`src/design/lpf_pkg.sv`:
```
// Package for the longest palindrome finder.
// Holds the channel payload types, the controller/datapath command and status
// structs, and the case-folding function. No dependencies.
package lpf_pkg;

	localparam int START_W = 10;
	localparam int LEN_W   = 11;

	typedef struct packed {
		logic [7:0] char_in;
		logic       last_char;
	} in_t;

	typedef struct packed {
		logic [START_W-1:0] start_index;
		logic [LEN_W-1:0]   palin_length;
		logic               truncated;
	} out_t;

	// Commands from the controller to the datapath.
	typedef struct packed {
		logic load;      // a string byte is accepted this cycle
		logic start;     // the accepted byte closes the string: arm the search
		logic init_ctr;  // place both read pointers on the current center
		logic step;      // move the pointers one byte outward
		logic close;     // finish the current center and move to the next
		logic publish;   // copy the best candidate into the result register
	} cmd_t;

	// Status from the datapath to the controller.
	typedef struct packed {
		logic match;        // the two bytes read compare equal
		logic at_edge;      // a pointer sits on either end of the string
		logic last_center;  // the center is the last byte of the string
		logic odd;          // the current center is an odd one
	} sts_t;

	// Only upper-case ASCII letters are folded; every other byte stays.
	function automatic logic [7:0] fold_case(input logic [7:0] c);
		if (c >= 8'h41 && c <= 8'h5A) begin
			return c + 8'h20;
		end
		return c;
	endfunction

endpackage

```
`src/design/lpf_ctrl.sv`:
```
// Controller of the longest palindrome finder: sequences loading, the
// center-expansion search and the hand-over of the result.
// Depends on lpf_pkg.
module lpf_ctrl import lpf_pkg::*; (
	input  logic clk,
	input  logic arst_n,
	input  logic char_valid,
	input  logic last_char,
	output logic char_stall,
	output logic result_valid,
	input  logic result_stall,
	input  sts_t sts,
	output cmd_t cmd
);

	typedef enum logic [2:0] {
		LOAD,
		INIT,
		READ,
		CMP,
		FINISH
	} state_t;

	state_t state_q;
	state_t state_d;
	logic   result_valid_q;

	assign char_stall   = state_q != LOAD;
	assign result_valid = result_valid_q;

	always_comb begin
		cmd     = '0;
		state_d = state_q;
		unique case (state_q)
			LOAD: begin
				cmd.load  = char_valid;
				cmd.start = char_valid && last_char;
				if (char_valid && last_char) begin
					state_d = INIT;
				end
			end
			INIT: begin
				cmd.init_ctr = 1'b1;
				state_d      = READ;
			end
			READ: begin
				state_d = CMP;
			end
			CMP: begin
				priority if (sts.match && !sts.at_edge) begin
					cmd.step = 1'b1;
					state_d  = READ;
				end else if (sts.odd && sts.last_center) begin
					cmd.close = 1'b1;
					state_d   = FINISH;
				end else begin
					cmd.close = 1'b1;
					state_d   = INIT;
				end
			end
			FINISH: begin
				if (!result_valid_q || !result_stall) begin
					cmd.publish = 1'b1;
					state_d     = LOAD;
				end
			end
			default: begin
				state_d = LOAD;
			end
		endcase
	end

	always_ff @(posedge clk or negedge arst_n) begin
		if (!arst_n) begin
			state_q        <= LOAD;
			result_valid_q <= 1'b0;
		end else begin
			state_q <= state_d;
			if (cmd.publish) begin
				result_valid_q <= 1'b1;
			end else if (!result_stall) begin
				result_valid_q <= 1'b0;
			end
		end
	end

	compare_after_read: assert property (@(posedge clk) disable iff (!arst_n)
		(state_q == CMP) |-> ($past(state_q) == READ))
		else $error("compare without a preceding memory read");

	finish_after_last_center: assert property (@(posedge clk) disable iff (!arst_n)
		(state_q == FINISH && $past(state_q) != FINISH) |->
		($past(sts.odd) && $past(sts.last_center)))
		else $error("search ended before the last center");

	result_from_finish: assert property (@(posedge clk) disable iff (!arst_n)
		$rose(result_valid_q) |-> ($past(state_q) == FINISH))
		else $error("result raised outside the finish step");

endmodule

```
`config.mk`:
```
export PLATFORM = sky130hd
export DESIGN_NAME = lpf_ctrl
export DESIGN_NICKNAME = d
export VERILOG_FILES = /design/src/design/lpf_pkg.sv /design/src/design/lpf_ctrl.sv
export SDC_FILE = /design/constraint.sdc
export NUM_CORES = 1
export LEC_CHECK = 0
export BUFFER_PORTS_ARGS = -buffer_cell sky130_fd_sc_hd__buf_2
export CAP_MARGIN = 20
export CORE_AREA = 2 2 39 41
export DETAILED_ROUTE_END_ITERATION = 10
export DIE_AREA = 0 0 41 43
export PLACE_DENSITY = 0.48
export SETUP_SLACK_MARGIN = 0.05
export SLEW_MARGIN = 10
export SYNTH_ARGS = -nofsm -noshare
export SYNTH_HDL_FRONTEND = slang
export SYNTH_SLANG_ARGS = --single-unit
```
`constraint.sdc`:
```
create_clock -name clk -period 1.4 [get_ports clk]
set_clock_uncertainty 0.15 [all_clocks]
set_input_delay 0.14 -clock clk [delete_from_list [all_inputs] [get_ports clk]]
set_output_delay 0.14 -clock clk [all_outputs]
set_load 0.03 [all_outputs]
```
After elaboration in Yosys (flattened, before gate mapping)
Cells that the tools add are included.
{"block": "classes", "eq_ne": 7, "muxes": 14, "n_reduce_logical": 10}
{"op": "3-bit one-hot mux with 5 select lines", "count": 1}
{"op": "3-bit two-way mux", "count": 4}
{"op": "1-bit two-way mux", "count": 7}
{"op": "3-bit by 2-bit equality test with 1-bit output, second input constant", "count": 2}
{"op": "2-bit two-way mux", "count": 2}
{"op": "2-bit != test, second input constant", "count": 2}
{"op": "3-bit by 1-bit equality test with 1-bit output, second input constant", "count": 1}
{"op": "3-bit equality test, second input constant", "count": 1}
{"op": "1-bit logical AND", "count": 3}
{"op": "1-bit logical NOT", "count": 3}
{"op": "3-bit logical NOT", "count": 1}
{"op": "3-bit nonzero test", "count": 1}
{"op": "2-bit by 1-bit != test with 1-bit output, second input constant", "count": 1}
{"op": "2-bit AND reduction", "count": 1}
{"op": "1-bit logical OR", "count": 1}
{"block": "word_totals", "ff_bits": 4, "input_bits": 9, "out_inout_bits": 8, "word_cells": 33}

Depth between registers and ports, before layout
Gate-level depths: netlist of the first run.
{"block": "depth", "word_depth": 5, "depth_mapped": 3}

Worst setup path before layout of the first run
OpenSTA, ideal clock, no wires.
{"block": "synth_timing", "path_kind": "reg2out", "from": "register state_q[2]", "to": "output port cmd[2] in the netlist's numbering", "arrival_time_ns": 1.418, "t_required_ns": 1.110, "setup_slack_ns": -0.308, "stages_incl_launch_ff": 2, "path_cell_list": "dfrtp_1 nor4bb_1"}
{"item": "start: declaration", "line": "lpf_ctrl.sv:24", "rtl": "state_t state_q;"}
{"item": "start signal: assignment", "line": "lpf_ctrl.sv:78", "rtl": "state_q <= state_d;"}
{"item": "end: declaration", "line": "lpf_ctrl.sv:13", "rtl": "output cmd_t cmd"}

==> results of run 1 <==
## cell type report
type                       count  share of cell area
multi-input combinational     20               0.317
clock buffer                   3              0.0414
sequential                     4               0.184
timing repair buffer          28               0.407
inverter                       2              0.0138
tap                           16              0.0368
## worst max-delay path by stage
stage | slack [ps] | from | endpoint
floorplan | -30 | state_q[2] | cmd[2]
global placement | 60 | state_q[0] | cmd[4]
detailed placement | 40 | state_q[0] | cmd[5]
CTS | -180 | state_q[1] | cmd[5]
global route | -200 | state_q[1] | cmd[5]
finish | -160 | state_q[1] | cmd[5]
## sequential cells by signal, indices dropped and copies added (netlist names)
name,cells
result_valid,1
state_q,3
## metrics by stage
| stage | cell area, um^2 | instances | power, mW | setup TNS [ps] |
|---|---|---|---|---|
| 2_1_floorplan | 255 | 26 | 0.480 | -34.2 |
| 3_3_place_gp | 408 | 65 | 0.669 | 0 |
| 3_5_place_dp | 408 | 65 | 0.674 | 0 |
| 4_1_cts | 529 | 74 | 0.948 | -819 |
| 5_1_grt | 544 | 73 | 1.02 | -1050 |
| 6_report | 544 | 73 | 0.957 | -714 |
## cell families after synthesis
group	count (synthesis)
AO/OA/AOI/OAI	4
buffers and inverters	2
flip-flops	4
AND/OR/NAND/NOR	16
## timing repair
item | in CTS | in global routing
hold buffers | 1 | 0
endpoints found under the hold margin | 4 | 0
setup buffers | 5 | 0
pin swaps | 4 | 1
resized for setup | 16 | 4
setup endpoints to repair | 7 | 9
## layout by cell type, fill, tap and decap left out, types with 2 or more instances in the layout
cell type and n:
sky130_fd_sc_hd__buf_4 8, sky130_fd_sc_hd__nor2_4 3, sky130_fd_sc_hd__buf_6 9, sky130_fd_sc_hd__clkbuf_4 3, sky130_fd_sc_hd__nand2_1 4, sky130_fd_sc_hd__buf_2 10
sky130_fd_sc_hd__inv_1 2, sky130_fd_sc_hd__dfrtp_1 4
## worst reg2reg max path, delay by kind of cell, from the launching register on
kind / cells / cell delay [ps]
simple gates: 2 / 180
buf+inv: 3 / 370
flops: 1 / 380
compound gates: 1 / 140
## power by group through the flow
stage | clock network, mW | registers (mW) | logic, mW
after floorplan | 0 | 0.203 | 0.277
final | 0.143 | 0.181 | 0.633
after global routing | 0.157 | 0.185 | 0.677
after detailed placement | 0 | 0.178 | 0.495
after CTS | 0.150 | 0.182 | 0.616
after global placement | 0 | 0.176 | 0.493
## metal layers
layer,vias up,GRT usage
met3,0,0.0471
li1,154,-
met2,14,0.128
met4,0,0.0600
met1,130,0.105
met5,-,0
==> impl_results.md, run 1 <==
* Switching power summed over all nets at 0.381 mW
* Global routing usage summed across all routing layers at 0.0919
* GR Overflow Total at 0
* Count of state elements after synthesis at 4
* Uppermost layer routed: met3
* Critical path start-end classification: reg -> out
* Final hold slack at 26.0 ps
* Antenna violations before repair at 0
* Violated checks: negative setup slack
* Sort of element at the start of the critical path: flip-flop
* CTS buffer count at 3
* Area occupied by registers at 100 um^2
* 1st-pass router iterations at 1
* RSZ-0062 raised after global routing: true
* Routed Antenna Nets at 0
* Top cell type by total area after synthesis: sky130_fd_sc_hd__dfrtp_1
* Combinational share of power at 0.662
* Detailed-routed wire length on met2 at 331 um
* Most common library cells after synthesis: sky130_fd_sc_hd__nand2_1 (5), sky130_fd_sc_hd__dfrtp_1 (4), sky130_fd_sc_hd__a21oi_1 (2), sky130_fd_sc_hd__inv_1 (2), sky130_fd_sc_hd__nor2_1 (2)
* Data required time at the worst endpoint at 1110 ps
* Area Growth Syn to Fin at 139%
* Number of cells traversed by the worst register-to-register path at 6
* Drt initial violations at 0
* Total Wirelength at 656 um
* Vias post-DR at 298
* Clock tree root driver cell: sky130_fd_sc_hd__clkbuf_4
* Critical-path cell list: or3_4, nor2_4, buf_6
* Depth of the critical timing path with buffers and inverters included at 3
* Multi-input gate area at 173 um^2
* Share of the synthesized area in the top cell type at 0.440
* Die boundary width at 41 um
* Minimum clock period after layout at 1560 ps
* Leading cell type by number of instances after synthesis: sky130_fd_sc_hd__nand2_1
* Vertical extent of the die at 43 um
* Fin worst setup slack at -162 ps
* Worst-case register-to-register setup slack at 110 ps
* Number of global-route vias before repair at 273
* Starting density of the core at 0.165
* Sw Share at 0.398
* Kind of cell adding the most delay to the critical path: simple AND/OR/NAND/NOR gates
* EDFF count, synth at 0
* Endpoint kind of the worst setup timing path: output port
* Number of maximum-capacitance constraint violations at 0
* Number of nets in the finished design at 68
* Via-to-Cell Ratio at 4.08
* Post-CTS clock slew at the launch and capture registers of the worst setup and hold paths at 40 ps
* Yosys warning total at 0
* Dominant synthesized flop cell: sky130_fd_sc_hd__dfrtp_1
* WL/cell at 8.99 um
* Die footprint at 1760 um^2
* Source of the worst register-to-register timing path: state_q[0]
* Worst min-delay path class: in -> reg
* Final hold vios at 0
* TritonCTS Sinks at 4
* Routed wire length on met3 at 63 um
* Syn Nets at 35
* Multiplexer share of the synthesized area at 0
* Fin util at 0.393
* Number of top-level pins at 17
* Fraction of the yosys area taken by sequential cells at 0.440
* Count of pins over their slew limit at 0
* Internal at 0.576 mW
* Worst-case setup slack after placement at 44.3 ps
* Synthesized-area fraction occupied by xor and xnor cells at 0
* First-pass GRT wire length at 1030 um
* Final setup violation count at 6
* Fraction of final layout cells with drive strength greater than 1 at 0.702
* Leakage power at 0.269 nW
* Async set or reset register ratio after synthesis at 1.00
* IR drop worst, VDD at 0.744 mV
* Clock group share of total power at 0.149
* Pin count of the biggest net entering global routing at 7
* F_max at 640 MHz
* Clock Tree Buf Depth at 2
* Clock tree from TritonCTS: yes
* Critical R2R Capture: state_q[2]
* Signal arrival time at the worst endpoint at 1270 ps
* Critical Path Slowest Stage Cell: sky130_fd_sc_hd__or3_4
* Least-Margin Pin Slew at 209 ps
* Worst hold start: result_stall
* Top area cells in the synthesized netlist: sky130_fd_sc_hd__dfrtp_1 (44%), sky130_fd_sc_hd__nand2_1 (8.2%), sky130_fd_sc_hd__or3_4 (4.9%), sky130_fd_sc_hd__a21oi_1 (4.4%), sky130_fd_sc_hd__nor4bb_1 (4.4%)
* DRC violations left at 0
* Routability congestion estimate at 0.700
* Share of the cycle needed by the critical path after routing at 1.12
* Core box area at 1380 um^2
* Mapped Avg Cell Area at 8.76 um^2
* Clock latency of the later-clocked register in the worst-skew pair at 230 ps
* Number of diodes at 0
* Buffers added on ports at 16
* Power per cell area at 1760 nW/um^2
* Syn Inst Count at 26
* Complex-gate fraction of the synthesized area at 0.110
* Delay of the slowest cell on the worst path at 430 ps
* Detailed placer's ending HPWL at 505 um
* Worst min-delay path endpoint: result_valid
* Synthesized-area fraction occupied by and/or/nand/nor cells at 0.418
* Synthesized-area fraction occupied by adder cells at 0
* Row count at 14
* Share of total power in sequential cells at 0.189
* Worst path buffer plus inverter count at 1
* Cells on Worst Hold Path at 3
* Number of H-tree levels at 1
* Mapped cell area at 228 um^2
* Count of unique library cells instantiated by Yosys at 16
* Max transition margin at 0.860
* Result of the run: finished with violations
* Filler cell count at 147
* Total routed wire length on the met1 layer at 261 um
* Dominant combinational cell family by area after synthesis: simple AND/OR/NAND/NOR gates
* Maximum fanout along the worst path at 3
(Power assumes the default switching activity.)
==> inputs of run 2 (changes only) <==
--- a/constraint.sdc
+++ b/constraint.sdc
@@ -3,3 +3,3 @@
 set_input_delay 0.14 -clock clk [delete_from_list [all_inputs] [get_ports clk]]
 set_output_delay 0.14 -clock clk [all_outputs]
-set_load 0.03 [all_outputs]
+set_load 0.02 [all_outputs]
==> run 2 against run 1 <==
Against the previous run: the run still ends with negative setup slack left; global-route usage decreased by 0.41 points; via count decreased by 0.67%; worst setup slack gained 18 ps; critical path depth stayed put; sequential share of layout area grew 1.3 points; routed wire length rose by 15%; core utilization fell by 2.6 points; die area unchanged; clock power hardly changed; cell count down 1.4%; largest cell class unchanged; highest routed layer unchanged.
==> impl_results.md, run 2 (synthesized netlist as in run 1, its figures left out) <==
* Result of the run: finished with violations
* Violated checks: negative setup slack
* Multi-input gate area at 158 um^2
* Data required time at the worst endpoint at 1110 ps
* Number of diodes at 0
* Clock latency of the later-clocked register in the worst-skew pair at 230 ps
* Overall power at 0.931 mW
* Final hold slack at 13.9 ps
* IR drop worst, VDD at 0.554 mV
* Vias post-DR at 296
* Power per cell area at 1830 nW/um^2
* Drt initial violations at 5
* Global routing usage summed across all routing layers at 0.0878
* Cells after DPL at 61
* Sort of element at the start of the critical path: flip-flop
* Count of pins over their slew limit at 0
* CTS buffer count at 3
* Clock Tree Buf Depth at 2
* Number of nets in the finished design at 67
* Number of H-tree levels at 1
* Routed Antenna Nets at 0
* Area occupied by registers at 100 um^2
* Endpoint kind of the worst setup timing path: output port
* Leakage power at 0.258 nW
* Fraction of final layout cells with drive strength greater than 1 at 0.679
* Vertical extent of the die at 43 um
* Buffers added on ports at 16
* F_max at 648 MHz
* Fin worst setup slack at -144 ps
* DRC violations left at 0
* Post-CTS clock slew at the launch and capture registers of the worst setup and hold paths at 40 ps
* Largest register FFs at 3
* Least-Margin Pin Slew at 224 ps
* WL/cell at 10.5 um
* First-pass GRT wire length at 1000 um
* RSZ-0062 raised after global routing: true
* Signal arrival time at the worst endpoint at 1250 ps
* Most common cell after layout, fill and taps aside: sky130_fd_sc_hd__buf_2
* Routability congestion estimate at 0.697
* Die footprint at 1760 um^2
* Starting density of the core at 0.165
* Final hold vios at 0
* Sum of negative setup slack at -566 ps
* Detailed placer's ending HPWL at 498 um
* Number of global-route vias before repair at 257
* Number of maximum-capacitance constraint violations at 0
* Clock tree from TritonCTS: yes
* Number of top-level pins at 17
* Row count at 14
* 1st-pass router iterations at 4
* TritonCTS Sinks at 4
* Filler cell count at 147
* Maximum fanout along the worst path at 3
* Die boundary width at 41 um
* Core box area at 1380 um^2
* Critical path start-end classification: reg -> out
* Most frequent cells in the layout: sky130_fd_sc_hd__buf_2 (11), sky130_fd_sc_hd__buf_4 (9), sky130_fd_sc_hd__buf_6 (6)
* Max transition margin at 0.850
* Number of cells in the finished layout apart from fillers at 72
* Antenna violations before repair at 0
* Pin count of the biggest net entering global routing at 7
* Register ranked first by flip-flop count: state_q
* Share of the cycle needed by the critical path after routing at 1.10
* Total Wirelength at 755 um
* Final setup violation count at 6
* Clock tree root driver cell: sky130_fd_sc_hd__clkbuf_4
* Minimum clock period after layout at 1540 ps
* GR Overflow Total at 0
* Via-to-Cell Ratio at 4.11
* Worst min-delay path class: in -> reg
* Area Growth Syn to Fin at 123%
## run 2: cell count changes in the layout (fill, tap and decap cells not counted)
cell                       before  now
sky130_fd_sc_hd__buf_4          8    9
sky130_fd_sc_hd__buf_6          9    6
sky130_fd_sc_hd__nor4bb_4       1    0
sky130_fd_sc_hd__o22ai_1        0    1
sky130_fd_sc_hd__nor4bb_2       0    1
sky130_fd_sc_hd__o22ai_2        1    0
sky130_fd_sc_hd__buf_2         10   11
## run 2: final timing paths
kind	from	to	slack [ps]	cells after the start
worst max-delay path	state_q[1]	cmd[4]	-140	3
min in group asynchronous	arst_n	result_valid	90	2
worst max register to register	state_q[0]	state_q[2]	180	5
worst min-delay path	result_stall	result_valid	10	3
worst min register to register	result_valid	result_valid	400	2
max in group asynchronous	arst_n	state_q[1]	890	2
## run 2: power by group
part	switching (mW)	internal (mW)	total, mW
Combinational	0.272	0.332	0.604
Clock	0.0461	0.0958	0.142
Sequential	0.0316	0.153	0.185
## run 2: cell type report
cell class                      count  share of cell area
Timing Repair Buffer               27               0.394
Multi-Input combinational cell     20               0.310
Sequential cell                     4               0.197
Clock buffer                        3              0.0443
Tap cell                           16              0.0394
Inverter                            2              0.0148
## run 2: what timing repair did
item | 4_1_cts | 5_1_grt
setup endpoints to repair | 7 | 7
pin swaps | 4 | 4
hold endpoints to repair | 4 | 0
hold buffers | 1 | 0
resized for setup | 12 | 5
buffers inserted | 5 | 2
## run 2: layer usage
metal	part of all wire	up-vias	GRT usage
met5	0	-	0
met4	0	0	0.0600
met3	0.050	0	0.0314
met2	0.56	8	0.125
met1	0.39	135	0.105
li1	-	153	-
## run 2: worst max-delay path: stages, from the launching register on
cell and delay [ps]:
sky130_fd_sc_hd__dfrtp_1 380, sky130_fd_sc_hd__or3_4 430, sky130_fd_sc_hd__nor2_4 100, sky130_fd_sc_hd__buf_6 120
## run 2: stage by stage
stage                      util  instance area, um^2  setup WS (ps)
final                     0.367                  508           -144
after detailed placement  0.263                  364           59.1
after floorplan               -                  241           37.9
after CTS                 0.342                  473           -143
after global routing      0.367                  508           -179
after global placement    0.263                  364           73.7
